$ cat config.mk
export PLATFORM = sky130hd
export DESIGN_NAME = xz_stream_boundary_scanner
export DESIGN_NICKNAME = d
export VERILOG_FILES = /design/src/hdl/xzsb_pkg.sv /design/src/hdl/xzsb_match.sv /design/src/hdl/xzsb_scan.sv /design/src/hdl/xzsb_fifo.sv /design/src/hdl/xz_stream_boundary_scanner.sv
export SDC_FILE = /design/constraint.sdc
export NUM_CORES = 1
export LEC_CHECK = 0
export ABC_AREA = 1
export BUFFER_PORTS_ARGS = -buffer_cell sky130_fd_sc_hd__buf_4
export CAP_MARGIN = 25
export CORE_UTILIZATION = 52
export DETAILED_ROUTE_END_ITERATION = 7
export HOLD_SLACK_MARGIN = 0.12
export MAX_ROUTING_LAYER = met4
export PLACE_DENSITY = 0.69
export SLEW_MARGIN = 5
export SYNTH_ARGS = -nofsm -noshare
export SYNTH_HDL_FRONTEND = slang
export SYNTH_SLANG_ARGS = --single-unit
$ cat constraint.sdc
create_clock -name aclk -period 8.45 [get_ports aclk]
set_input_delay 1.69 -clock aclk [delete_from_list [all_inputs] [get_ports aclk]]
set_output_delay 1.69 -clock aclk [all_outputs]
set_load 0.05 [all_outputs]
$ cat src/hdl/xzsb_pkg.sv
// Shared types, constants and CRC-32 helper for the XZ stream boundary scanner.
// Used by every module under hdl/; depends on nothing.

package xzsb_pkg;

    // Field widths of the result item
    localparam int DATA_BYTE_W      = 8;
    localparam int STREAM_BYTES_W   = 32;
    localparam int STREAMS_FOUND_W  = 16;
    localparam int TOTAL_BYTES_W    = 32;
    localparam int M_TDATA_USED_W   = STREAM_BYTES_W + STREAMS_FOUND_W + TOTAL_BYTES_W + 1;
    localparam int M_TDATA_W        = ((M_TDATA_USED_W + 7) / 8) * 8;

    // Defaults for the top-level parameters
    localparam int LENGTH_BITS_DEF  = 32;
    localparam int COUNT_BITS_DEF   = 16;

    // Header and footer geometry
    localparam int WIN_LEN          = 12;
    localparam int FOOT_MIN         = 2 * WIN_LEN;
    localparam int HEAD_MAGIC_LEN   = 6;

    // Result queue depth (holds two results per item plus slack)
    localparam int FIFO_DEPTH       = 4;

    // Result kinds
    localparam logic KIND_STREAM    = 1'b0;
    localparam logic KIND_SUMMARY   = 1'b1;

    typedef logic [7:0] byte_t;
    typedef byte_t [WIN_LEN-1:0] window_t;  // [0] oldest, [WIN_LEN-1] newest

    localparam byte_t [HEAD_MAGIC_LEN-1:0] HEAD_MAGIC =
        {8'h00, 8'h5A, 8'h58, 8'h7A, 8'h37, 8'hFD};
    localparam byte_t FOOT_MAGIC_0  = 8'h59;
    localparam byte_t FOOT_MAGIC_1  = 8'h5A;

    localparam logic [31:0] CRC_POLY = 32'hEDB88320;
    localparam logic [31:0] CRC_INIT = 32'hFFFFFFFF;

    typedef struct packed {
        logic                         kind;
        logic [STREAM_BYTES_W-1:0]    stream_bytes;
        logic [STREAMS_FOUND_W-1:0]   streams_found;
        logic [TOTAL_BYTES_W-1:0]     total_bytes;
        logic                         found_any;
        logic                         last_result;
    } result_t;

    // Up to two results written by one item; b is used only when a is
    typedef struct packed {
        logic    a_valid;
        result_t a;
        logic    b_valid;
        result_t b;
    } push_t;

    // Advance a reflected CRC-32 by one byte
    function automatic logic [31:0] crc32_byte(input logic [31:0] crc_in, input byte_t b);
        logic [31:0] c;
        c = crc_in ^ {24'h000000, b};
        for (int i = 0; i < 8; i++) begin
            c = c[0] ? ((c >> 1) ^ CRC_POLY) : (c >> 1);
        end
        return c;
    endfunction

endpackage

$ cat src/hdl/xzsb_match.sv
// Header and footer checks on a 12-byte window: magic bytes and stored CRC-32.
// Depends on xzsb_pkg.

module xzsb_match
    import xzsb_pkg::*;
(
    input  window_t win,
    output logic    header_ok,
    output logic    footer_ok
);

    logic [31:0] head_crc;
    logic [31:0] foot_crc;
    logic        head_magic_ok;

    // CRC-32 of the two stream flag bytes
    always_comb begin
        head_crc = CRC_INIT;
        for (int i = 6; i < 8; i++) begin
            head_crc = crc32_byte(head_crc, win[i]);
        end
        head_crc = head_crc ^ CRC_INIT;
    end

    // CRC-32 of footer bytes 4..9
    always_comb begin
        foot_crc = CRC_INIT;
        for (int i = 4; i < 10; i++) begin
            foot_crc = crc32_byte(foot_crc, win[i]);
        end
        foot_crc = foot_crc ^ CRC_INIT;
    end

    assign head_magic_ok = (win[HEAD_MAGIC_LEN-1:0] == HEAD_MAGIC);

    assign header_ok = head_magic_ok && (head_crc == {win[11], win[10], win[9], win[8]});

    assign footer_ok = (win[10] == FOOT_MAGIC_0) && (win[11] == FOOT_MAGIC_1) &&
                       (foot_crc == {win[3], win[2], win[1], win[0]});

endmodule

$ cat src/hdl/xzsb_scan.sv
// Scan state machine: byte window, stream length, tallies and result build.
// Depends on xzsb_pkg and xzsb_match.

module xzsb_scan
    import xzsb_pkg::*;
#(
    parameter int LENGTH_BITS = LENGTH_BITS_DEF,
    parameter int COUNT_BITS  = COUNT_BITS_DEF
) (
    input  logic                   aclk,
    input  logic                   aresetn,
    input  logic                   item_valid,
    input  logic [DATA_BYTE_W-1:0] data_byte,
    input  logic                   is_last,
    output push_t                  push
);

    typedef enum logic [1:0] {
        PH_HEADER,
        PH_SCAN,
        PH_STOP
    } phase_t;

    localparam logic [LENGTH_BITS-1:0] LEN_MAX  = {LENGTH_BITS{1'b1}};
    localparam logic [COUNT_BITS-1:0]  CNT_MAX  = {COUNT_BITS{1'b1}};
    localparam logic [LENGTH_BITS-1:0] HEAD_END = LENGTH_BITS'(WIN_LEN);
    localparam logic [LENGTH_BITS-1:0] FOOT_END = LENGTH_BITS'(FOOT_MIN);

    phase_t                 phase_reg, phase_next;
    window_t                window_reg, window_next;
    logic [LENGTH_BITS-1:0] cnt_reg, cnt_next;
    logic [COUNT_BITS-1:0]  tally_reg, tally_next;
    logic [LENGTH_BITS-1:0] len_reg, len_next;

    window_t                win_shift;
    logic                   header_ok;
    logic                   footer_ok;
    logic [LENGTH_BITS-1:0] cnt_inc;
    logic [COUNT_BITS-1:0]  tally_inc;
    logic [LENGTH_BITS:0]   len_sum;
    logic [LENGTH_BITS-1:0] len_sat;
    logic                   stream_done;
    logic [COUNT_BITS-1:0]  tally_after;
    logic [LENGTH_BITS-1:0] len_after;

    logic [COUNT_BITS+STREAMS_FOUND_W-1:0] tally_ext;
    logic [LENGTH_BITS+TOTAL_BYTES_W-1:0]  len_ext;
    logic [LENGTH_BITS+STREAM_BYTES_W-1:0] size_ext;
    result_t                               stream_res;
    result_t                               summary_res;

    // Shift the new byte into the newest slot
    assign win_shift = {data_byte, window_reg[WIN_LEN-1:1]};

    xzsb_match u_match (
        .win       (win_shift),
        .header_ok (header_ok),
        .footer_ok (footer_ok)
    );

    // Saturating counters
    assign cnt_inc   = (cnt_reg == LEN_MAX) ? cnt_reg : cnt_reg + 1'b1;
    assign tally_inc = (tally_reg == CNT_MAX) ? tally_reg : tally_reg + 1'b1;
    assign len_sum   = {1'b0, len_reg} + {1'b0, cnt_inc};
    assign len_sat   = len_sum[LENGTH_BITS] ? LEN_MAX : len_sum[LENGTH_BITS-1:0];

    assign stream_done = item_valid && (phase_reg == PH_SCAN) &&
                         (cnt_inc >= FOOT_END) && footer_ok;

    assign tally_after = stream_done ? tally_inc : tally_reg;
    assign len_after   = stream_done ? len_sat : len_reg;

    // Fit tallies and size to the result field widths
    assign tally_ext = {{STREAMS_FOUND_W{1'b0}}, tally_after};
    assign len_ext   = {{TOTAL_BYTES_W{1'b0}}, len_after};
    assign size_ext  = {{STREAM_BYTES_W{1'b0}}, cnt_inc};

    always_comb begin
        stream_res.kind          = KIND_STREAM;
        stream_res.stream_bytes  = size_ext[STREAM_BYTES_W-1:0];
        stream_res.streams_found = tally_ext[STREAMS_FOUND_W-1:0];
        stream_res.total_bytes   = len_ext[TOTAL_BYTES_W-1:0];
        stream_res.found_any     = (tally_after != '0);
        stream_res.last_result   = !is_last;

        summary_res              = stream_res;
        summary_res.kind         = KIND_SUMMARY;
        summary_res.stream_bytes = '0;
        summary_res.last_result  = 1'b1;
    end

    // Next state and result pushes
    always_comb begin
        phase_next  = phase_reg;
        window_next = window_reg;
        cnt_next    = cnt_reg;
        tally_next  = tally_reg;
        len_next    = len_reg;
        push        = '0;

        if (item_valid) begin
            if (phase_reg != PH_STOP) begin
                window_next = win_shift;
                cnt_next    = cnt_inc;
                if (phase_reg == PH_HEADER) begin
                    if (cnt_inc >= HEAD_END) begin
                        phase_next = header_ok ? PH_SCAN : PH_STOP;
                    end
                end else if (stream_done) begin
                    tally_next   = tally_inc;
                    len_next     = len_sat;
                    push.a_valid = 1'b1;
                    push.a       = stream_res;
                    phase_next   = PH_HEADER;
                    cnt_next     = '0;
                end
            end

            // Report the summary and start over for the next blob
            if (is_last) begin
                if (stream_done) begin
                    push.b_valid = 1'b1;
                    push.b       = summary_res;
                end else begin
                    push.a_valid = 1'b1;
                    push.a       = summary_res;
                end
                phase_next = PH_HEADER;
                cnt_next   = '0;
                tally_next = '0;
                len_next   = '0;
            end
        end
    end

    // Hold state
    always_ff @(posedge aclk) begin
        window_reg <= window_next;
        if (!aresetn) begin
            phase_reg <= PH_HEADER;
            cnt_reg   <= '0;
            tally_reg <= '0;
            len_reg   <= '0;
        end else begin
            phase_reg <= phase_next;
            cnt_reg   <= cnt_next;
            tally_reg <= tally_next;
            len_reg   <= len_next;
        end
    end

endmodule

$ cat src/hdl/xzsb_fifo.sv
// Result queue: takes up to two result items per cycle, hands out one.
// Depends on xzsb_pkg.

module xzsb_fifo
    import xzsb_pkg::*;
(
    input  logic    aclk,
    input  logic    aresetn,
    input  push_t   push,
    input  logic    out_ready,
    output logic    out_valid,
    output result_t out_data,
    output logic    can_take
);

    localparam int PTR_W = $clog2(FIFO_DEPTH);
    localparam int CNT_W = $clog2(FIFO_DEPTH + 1);
    localparam logic [CNT_W-1:0] ROOM_LIMIT = CNT_W'(FIFO_DEPTH - 2);

    result_t            mem_reg [FIFO_DEPTH];
    logic [PTR_W-1:0]   wr_ptr_reg, wr_ptr_next;
    logic [PTR_W-1:0]   rd_ptr_reg, rd_ptr_next;
    logic [CNT_W-1:0]   count_reg, count_next;
    logic [PTR_W-1:0]   wr_ptr_b;
    logic               pop;

    assign out_valid = (count_reg != '0);
    assign out_data  = mem_reg[rd_ptr_reg];
    assign pop       = out_valid && out_ready;
    assign can_take  = (count_reg <= ROOM_LIMIT);
    assign wr_ptr_b  = wr_ptr_reg + 1'b1;

    always_comb begin
        wr_ptr_next = wr_ptr_reg + PTR_W'(push.a_valid) + PTR_W'(push.b_valid);
        rd_ptr_next = rd_ptr_reg + PTR_W'(pop);
        count_next  = count_reg + CNT_W'(push.a_valid) + CNT_W'(push.b_valid)
                      - CNT_W'(pop);
    end

    // Store pushed items
    always_ff @(posedge aclk) begin
        if (push.a_valid) begin
            mem_reg[wr_ptr_reg] <= push.a;
        end
        if (push.b_valid) begin
            mem_reg[wr_ptr_b] <= push.b;
        end
    end

    // Advance pointers and fill count
    always_ff @(posedge aclk) begin
        if (!aresetn) begin
            wr_ptr_reg <= '0;
            rd_ptr_reg <= '0;
            count_reg  <= '0;
        end else begin
            wr_ptr_reg <= wr_ptr_next;
            rd_ptr_reg <= rd_ptr_next;
            count_reg  <= count_next;
        end
    end

endmodule

$ cat src/hdl/xz_stream_boundary_scanner.sv
// XZ stream boundary scanner, top level: input register, scan logic, result queue.
// A result item passes the input register and then the result queue before it is offered.
// Throughput: one byte per cycle, but input stalls while the four-entry queue holds 3 or 4;
// a byte ending a stream and the blob yields two result items, out one per cycle on m_tready.
// Reset: synchronous, active-low aresetn clears scan phase and byte count, tallies and queue.
// Depends on xzsb_pkg, xzsb_scan, xzsb_match and xzsb_fifo.

module xz_stream_boundary_scanner
    import xzsb_pkg::*;
#(
    parameter int LENGTH_BITS = LENGTH_BITS_DEF,
    parameter int COUNT_BITS  = COUNT_BITS_DEF
) (
    input  logic                 aclk,
    input  logic                 aresetn,
    // Input items
    input  logic                 s_tvalid,
    output logic                 s_tready,
    input  logic [7:0]           s_tdata,   // [7:0] data_byte
    input  logic                 s_tlast,   // is_last
    // Result items
    output logic                 m_tvalid,
    input  logic                 m_tready,
    output logic [M_TDATA_W-1:0] m_tdata,   // [31:0] stream_bytes, [47:32] streams_found,
                                            // [79:48] total_bytes, [80] found_any, rest 0
    output logic                 m_tuser,   // [0] result_kind
    output logic                 m_tlast    // last_result
);

    localparam int PAD_W = M_TDATA_W - M_TDATA_USED_W;

    logic                   in_valid_reg;
    logic [DATA_BYTE_W-1:0] in_byte_reg;
    logic                   in_last_reg;
    logic                   fire;
    logic                   can_take;
    push_t                  push;
    result_t                out_res;

    assign fire     = in_valid_reg && can_take;
    assign s_tready = !in_valid_reg || fire;

    // Input register
    always_ff @(posedge aclk) begin
        if (s_tvalid && s_tready) begin
            in_byte_reg <= s_tdata;
            in_last_reg <= s_tlast;
        end
    end

    always_ff @(posedge aclk) begin
        if (!aresetn) begin
            in_valid_reg <= 1'b0;
        end else if (s_tready) begin
            in_valid_reg <= s_tvalid;
        end
    end

    xzsb_scan #(
        .LENGTH_BITS (LENGTH_BITS),
        .COUNT_BITS  (COUNT_BITS)
    ) u_scan (
        .aclk       (aclk),
        .aresetn    (aresetn),
        .item_valid (fire),
        .data_byte  (in_byte_reg),
        .is_last    (in_last_reg),
        .push       (push)
    );

    xzsb_fifo u_fifo (
        .aclk      (aclk),
        .aresetn   (aresetn),
        .push      (push),
        .out_ready (m_tready),
        .out_valid (m_tvalid),
        .out_data  (out_res),
        .can_take  (can_take)
    );

    // Pack the result item
    assign m_tdata = {{PAD_W{1'b0}}, out_res.found_any, out_res.total_bytes,
                      out_res.streams_found, out_res.stream_bytes};
    assign m_tuser = out_res.kind;
    assign m_tlast = out_res.last_result;

endmodule
Yosys cells after proc, flatten, opt, wreduce, memory -nomap -nowiden --
Memories as Yosys holds them, arrays and structs flattened. A register that Yosys moved wholly into a read port is not among the register bits. Index checks and enable logic that the tools add are counted.
Cells by class: add/subtract/negate cells 10, magnitude comparators 3, eq/ne operators 11, muxes and demuxes 97, bitwise gates (word level) 74, reductions and logical operators 21
Operators by type and width (count):
- 32-bit two-way mux | 74
- 13-bit NOT with 14-bit output | 64
- 84-bit two-way mux | 5
- 168-bit two-way mux | 2
- 32-bit by 8-bit bitwise XOR with 32-bit output | 6
- 16-bit two-way mux | 5
- 32-bit == test | 2
- 32-bit NOT | 2
- 8-bit NOT with 32-bit output | 2
- 48-bit by 39-bit == test with 1-bit output, second input constant | 1
- 32-bit by 32-bit adder with 33-bit output | 1
- 32-bit by 1-bit adder with 32-bit output, second input constant | 1
- 32-bit == test, second input constant | 1
- 32-bit by 4-bit greater-or-equal comparator with 1-bit output, second input constant | 1
- 32-bit by 5-bit greater-or-equal comparator with 1-bit output, second input constant | 1
- 16-bit by 1-bit adder with 16-bit output, second input constant | 1
- 16-bit == test, second input constant | 1
- 8-bit by 7-bit == test with 1-bit output, second input constant | 2
- 16-bit nonzero test | 1
- 2-bit two-way mux | 7
- 1-bit logical AND | 9
- 2-bit by 1-bit adder with 2-bit output | 3
- 3-bit by 1-bit adder with 3-bit output | 2
- 3-bit nonzero test | 2
- other kinds (14) | 20
Word-level totals: bits in registers 187, RAM bits 332, bits of input ports 13, logic and storage cells 238, memories kept 1
Memories:
- u_fifo.mem_reg | words 4, width 83, rd ports 1, clocked after Yosys merged registers in 1, wr ports 2, line xzsb_fifo.sv:20 | result_t mem_reg [FIFO_DEPTH];

Depth between registers and ports, before layout --
Gate-level depths: netlist (run 1).
depth after elaboration 117, mapped depth 53, depth with buffers taken out 51

Modules after synthesis --
A second synthesis (run 1) with hierarchy kept.
Unflattened totals: cell total of the unflattened synthesis 6112, area total of the unflattened synthesis 41059.4 um^2
Modules (own cells, without submodules):
- xzsb_fifo | times used 1, cells each 2479, area an instance 19394.9 um^2, sequential area each 10109.7 um^2
- xzsb_scan | times used 1, cells each 1587, area an instance 11110.7 um^2, sequential area each 4284.1 um^2
- xzsb_match | times used 1, cells each 2020, area an instance 10168.5 um^2, sequential area each 0.0 um^2
- xz_stream_boundary_scanner | times used 1, cells each 26, area an instance 385.4 um^2, sequential area each 290.3 um^2

Worst setup path after synthesis (run 1) --
OpenSTA, ideal clock, no wires.
path type flip-flop to flip-flop, from register u_fifo.count_reg[1], to register u_scan.len_reg[25], setup time 0.132 ns, arrival 6.591 ns, data required time 8.318 ns, slack 1.727 ns, cell stages (with the launch flop) 14, buffers on the path 2, period minus slack after synthesis 6.723 ns, cell sequence dfxtp_1 inv_1 ha_1 inv_1 nand2_1 nand2_1 a21oi_1 nor2_1 nor2_1 inv_1 clkbuf_1 clkbuf_1 nand2_1 a21oi_1
On the way: longest elaborated chain between the ends 9, elaborated cells on any way between the ends 10, those cells by class order compare (1); mux (4); reduce/logical (5)
RTL lines:
- start: declaration | line xzsb_fifo.sv:23 | logic [CNT_W-1:0] count_reg, count_next;
- start signal: assignment | line xzsb_fifo.sv:59 | count_reg <= count_next;
- 3-bit by 2-bit less-or-equal comparator with 1-bit output * | line xzsb_fifo.sv:30 | assign can_take = (count_reg <= ROOM_LIMIT);
- 1-bit logical AND * | line xz_stream_boundary_scanner.sv:40 | assign fire = in_valid_reg && can_take;
- 1-bit logical AND (2 in a row) | line xzsb_scan.sv:67 | assign stream_done = item_valid && (phase_reg == PH_SCAN) &&
- 1-bit logical AND | line xzsb_scan.sv:68 | (cnt_inc >= FOOT_END) && footer_ok;
- 32-bit two-way mux (4 in a row)
- end signal: assignment | line xzsb_scan.sv:148 | len_reg <= len_next;
- end: declaration | line xzsb_scan.sv:33 | logic [LENGTH_BITS-1:0] len_reg, len_next;
Every way passes the cells marked *; elsewhere a longest branch is shown, timed or not. The select of a mux whose other input is x is not followed. A chain may end at the register's enable or synchronous reset.

==> run summary, run 1 <==
run status - finished clean
crit-path max FO - 39
post-cts sizing count - 0
Max stage delay on crit path - 570 ps
CTS tree - yes
maximum clock rate - 0.130 GHz
Tcrit/Tclk final - 91.2%
vias in the first global route - 31200
diode count - 0
WL final - 120000 µm
DRC - 0
worst reg2reg path startpoint - u_scan.win_shift[32]$_DFFE_PP_
setup tns final - 0 ps
initial antenna violation count - 1
area leader, netlist - edfxtp_1
Cell variety after synth - 58
Die Span X - 263 µm
CP Buf/Inv Count - 7
Rel. slew slack - 30.3%
CTS Sinks - 519
Final HPWL DP - 86800 µm
crit end category - flop
Post-CTS Hold Buffers - 0
GR Overflow Total - 0
Critical Path AT - 7960 ps
Period minus WS final - 7700 ps
# fillers - 6395
Reg area - 13400 µm²
max-cap violation count - 0
Final Max Tran Viols - 0
layout cells sized above 1 - 10.8%
gr usage total - 35.0%
Worst-Skew Late Latency - 670 ps
post-CTS setup buffers - 0
core box area - 67300 µm²
first-pass GRT wire length - 183000 µm
clock slew at reported path FFs - 60 ps
CTS max path bufs - 3
Final GP Congestion - 1.01
Worst setup startpoint - u_scan.win_shift[32]$_DFFE_PP_
Post-Synthesis Cells - 4999
largest net degree at the start of global routing - 92
Pre-antenna DRT Iters - 7
Final ANT Viol Nets - 0
I/O Buffers - 97
syn_area_per_cell - 7.07 µm²
Std-Cell Rows - 95
total CTS buffers - 55
CP required - 8710 ps
Post-layout nets - 5069
async set-reset flop share out of synthesis - 0%
H-tree depth - 2
post-DR vias/cell - 5.76
max reg flops - 332
DRT iter0 DRCs - 3671
synth top area cells - edfxtp_1 (26%), nand2_1 (17%), dfxtp_1 (12%), nand3_1 (6.6%), o21ai_0 (4.9%)
hold wc startpoint - in_byte_reg[4]$_DFFE_PP_
number of synthesized flops with an enable pin - 301
HP Class - reg2reg
warnings from Yosys - 0
area added between synthesis and finish - 9.08%
CP delay by family, top - simple AND/OR/NAND/NOR gates
Die Height - 263 µm
final hold vios - 0
Multi-input gate area - 19500 µm²
die area - 69100 µm²
final setup fails - 0
post-synthesis register bit count - 519
RSZ-0062 raised after global routing - false
CTS root buf - clkbuf_16
Primary FF master, synth - edfxtp_1
share of the synthesized area in the top cell type - 25.6%
Slowest-stage cell, CP - buf_4
starting density of the core - 52.6%
sequential share of the synthesized area - 37.9%
crit path launch type - flop
clk_skew - 66.3 ps
CP Class - reg2reg
drt wl/cell - 20.2 µm
IO Count - 105
worst-margin pin slew - 1050 ps
Most common cell on crit path - nand2_1
DR vias - 34200
Syn Std Cell Area - 35400 µm²
==> final cells by class <==
class	count	area share [%]
tap	873	2.83
clock inverter	31	1.01
sequential	519	34.8
multi-input combinational	3901	50.6
timing repair buffer	139	2.85
clock buffer	72	4.00
inverter	396	3.89
==> through the flow <==
step / cells / hold slack (ps) / util [%] / instance area (µm²) / worst slack, ps
final: 5931 / 449 / 57.3 / 38600 / 748
after global routing: 5931 / 470 / 57.3 / 38600 / 81.4
after CTS: 5931 / 451 / 57.3 / 38600 / 873
after detailed placement: 5828 / 435 / 54.5 / 36600 / 887
after global placement: 5826 / 433 / 54.4 / 36600 / 912
after floorplan: 5005 / 421 / - / 35400 / 1730
==> cell usage after synthesis (3+ instances only) <==
| master | number |
|---|---|
| nor2_1 | 381 |
| buf_6 | 10 |
| buf_4 | 25 |
| fa_1 | 4 |
| nor2_2 | 13 |
| ha_1 | 40 |
| nand3b_1 | 21 |
| nor3_1 | 37 |
| a31oi_1 | 3 |
| inv_1 | 340 |
| buf_2 | 32 |
| a21boi_0 | 3 |
| o211ai_1 | 27 |
| o22ai_1 | 96 |
| inv_4 | 5 |
| buf_12 | 4 |
| nand3_4 | 4 |
| inv_2 | 50 |
| clkbuf_1 | 116 |
| nor4_1 | 20 |
| o21ai_0 | 349 |
| nand2_1 | 1603 |
| o21ai_1 | 121 |
| xor2_1 | 181 |
| and3_1 | 4 |
| nand3_1 | 468 |
| a21oi_1 | 137 |
| edfxtp_1 | 301 |
| o31ai_1 | 3 |
| nand3_2 | 26 |
| dfxtp_1 | 218 |
| nand2_4 | 43 |
| nand2_2 | 148 |
| o21a_1 | 3 |
| or2_2 | 10 |
| o21bai_1 | 5 |
| nand4_1 | 43 |
| xnor2_1 | 79 |
==> cell usage in the layout, fill, tap and decap left out, types with 79 or more instances in the layout <==
cell | synthesis | final
nand3_1 | 468 | 468
a21oi_1 | 137 | 136
buf_4 | 25 | 134
inv_1 | 340 | 337
nor2_1 | 381 | 378
edfxtp_1 | 301 | 301
xnor2_1 | 79 | 79
xor2_1 | 181 | 181
nand2_1 | 1603 | 1602
o21ai_1 | 121 | 121
dfxtp_1 | 218 | 216
o22ai_1 | 96 | 96
o21ai_0 | 349 | 349
nand2_2 | 148 | 148
==> worst paths after layout <==
| kind | end | cells after the start | slack [ps] |
|---|---|---|---|
| max | u_fifo.mem_reg[2][7]$_DFFE_PP_ | 46 | 750 |
| min | u_scan.win_shift[84]$_DFFE_PP_ | 0 | 450 |
| max reg2reg | u_fifo.mem_reg[2][7]$_DFFE_PP_ | 46 | 750 |
| min reg2reg | u_scan.win_shift[84]$_DFFE_PP_ | 0 | 450 |
==> cells by family after synthesis <==
group / synth area share, %
flip-flops: 37.9
AND/OR/NAND/NOR: 35.5
AO/OA/AOI/OAI: 11.5
other: 0.0106
buffers and inverters: 7.03
adder cells (fa/ha/maj): 1.64
XOR/XNOR: 6.44
==> metal layers <==
metal	share of wire [%]	routed length, µm	track usage (%)
met5	0	0	-
met4	3.9	4630	12.8
met3	8.8	10500	4.88
met2	43	51600	51.3
met1	44	52900	49.0
Power of run 1 is left out: the tool's default activity adds up to more than one toggle a clock period on the data nets, which glitch-free logic cannot reach.
==> inputs of run 2 (changes only) <==
--- a/config.mk
+++ b/config.mk
@@ -7,12 +7,13 @@
 export LEC_CHECK = 0
 export ABC_AREA = 1
 export BUFFER_PORTS_ARGS = -buffer_cell sky130_fd_sc_hd__buf_4
-export CAP_MARGIN = 25
-export CORE_UTILIZATION = 52
+export CAP_MARGIN = 10
+export CORE_UTILIZATION = 24
+export CTS_BUF_LIST = sky130_fd_sc_hd__clkbuf_4 sky130_fd_sc_hd__clkbuf_8 sky130_fd_sc_hd__clkbuf_16
 export DETAILED_ROUTE_END_ITERATION = 7
 export HOLD_SLACK_MARGIN = 0.12
 export MAX_ROUTING_LAYER = met4
-export PLACE_DENSITY = 0.69
+export PLACE_DENSITY = 0.39
 export SLEW_MARGIN = 5
 export SYNTH_ARGS = -nofsm -noshare
 export SYNTH_HDL_FRONTEND = slang
==> run 2 against run 1 <==
Clock skew is 4.3 ps lower. Global-route usage fell by 15 points. Via count decreased by 1.3%. Final area rose by 5.8%. Critical path depth grew 1. Routed wire length up 19%. Register-to-register slack got worse by 30 ps. Die area grew 120%. Non-clock buffer count rose by 48. Utilization is 29 points lower. Fmax shrank 0.34%. Hold slack got worse by 3.6 ps. Critical path type unchanged. Critical endpoint is now u_fifo.count_reg[2]$_SDFF_PN0_. Highest routed layer unchanged.
==> run summary, run 2 (same netlist as run 1, synthesis figures left out) <==
run status - finished clean
die area - 149000 µm²
Period minus WS final - 7730 ps
H-tree depth - 3
drt wl/cell - 20.2 µm
WL final - 143000 µm
layout cells sized above 1 - 12.2%
crit end category - flop
starting density of the core - 24.2%
final setup margin - 721 ps
CTS max path bufs - 3
Final Max Tran Viols - 0
Max stage delay on crit path - 770 ps
Pre-antenna DRT Iters - 8
most frequent cells in the layout - nand2_1 (1601), nand3_1 (467), nor2_1 (378), o21ai_0 (349), inv_1 (337)
commonest non-fill, non-tap cell in the layout - nand2_1
DRT iter0 DRCs - 2758
Final HPWL DP - 104000 µm
final setup fails - 0
total CTS buffers - 70
Post-CTS Hold Buffers - 0
hold wc startpoint - in_byte_reg[6]$_DFFE_PP_
Worst-Skew Late Latency - 690 ps
Slowest-stage cell, CP - edfxtp_1
I/O Buffers - 97
Placement Setup Slack - 350 ps
CP Class - reg2reg
CP required - 9000 ps
Tcrit/Tclk final - 91.5%
GR Overflow Total - 0
Rel. slew slack - 21.9%
largest net degree at the start of global routing - 130
maximum clock rate - 0.129 GHz
Final GP Congestion - 0.901
Critical Path AT - 8280 ps
crit path launch type - flop
max reg flops - 332
CP delay by family, top - simple AND/OR/NAND/NOR gates
clock slew at reported path FFs - 60 ps
post-DR vias/cell - 4.79
DRC - 0
clk_skew - 62.1 ps
Die Height - 386 µm
worst-margin pin slew - 1160 ps
max-cap violation count - 0
Post-layout nets - 5132
setup tns final - 0 ps
crit-path max FO - 13
area added between synthesis and finish - 15.4%
CTS Sinks - 519
Worst setup startpoint - u_scan.win_shift[36]$_DFFE_PP_
gr usage total - 19.5%
DR vias - 33800
vias in the first global route - 31800
Die Span X - 386 µm
RSZ-0062 raised after global routing - false
HP Class - reg2reg
IO Count - 105
worst reg2reg path startpoint - u_scan.win_shift[36]$_DFFE_PP_
core box area - 146000 µm²
CTS root buf - clkbuf_16
CP Buf/Inv Count - 8
CTS tree - yes
Most common cell on crit path - nand2_1
# fillers - 16000
final core occ - 28.0%
final hold vios - 0
Std-Cell Rows - 140
Final ANT Viol Nets - 0
first-pass GRT wire length - 212000 µm
initial antenna violation count - 5
run 2: area by class of cell:
cell class,count,area (µm²),share of cell area (%)
Tap cell,1917,2400,5.88
Inverter,396,1510,3.69
Clock buffer,91,1950,4.78
Antenna cell,4,10.0,0.0245
Multi-Input combinational cell,3901,19600,47.9
Timing Repair Buffer,187,1550,3.81
Clock inverter,36,409,1.00
Sequential cell,519,13400,32.9
run 2: what timing repair did:
action / in CTS / in global routing
buffers inserted: 0 / 6
resized for setup: 0 / 6
endpoints found under the setup margin: 0 / 281
run 2: worst paths after layout:
path | slack, ps | cells after the start | end
max | 720 | 47 | u_fifo.count_reg[2]$_SDFF_PN0_
min | 450 | 0 | u_scan.win_shift[86]$_DFFE_PP_
max reg2reg | 720 | 47 | u_fifo.count_reg[2]$_SDFF_PN0_
min reg2reg | 450 | 0 | u_scan.win_shift[86]$_DFFE_PP_
run 2: worst register-to-register path: cells and delay by family, from the launching register on:
family	cells	cell delay, ps
and+or+nand+nor	34	4060
DFF	1	770
adders and majority gates	4	1550
buffers and inverters	8	1060
xor gates and xnor gates	1	170
run 2: layer usage:
| layer | share of wire, % | global-route usage, % | vias to the layer above |
|---|---|---|---|
| li1 | - | - | 16700 |
| met1 | 49 | 27.4 | 16000 |
| met2 | 43 | 29.1 | 868 |
| met3 | 4.9 | 2.80 | 180 |
| met4 | 2.7 | 5.23 | 0 |
| met5 | 0 | - | - |
run 2: per-stage QoR:
stage	area (µm²)	instances	hold slack (ps)
after floorplan	35400	5005	421
after global placement	38400	6914	433
after detailed placement	38400	6914	437
after global routing	40800	7049	470
final	40800	7051	445
after CTS	40700	7041	448
Power of run 2 is left out for the same reason.
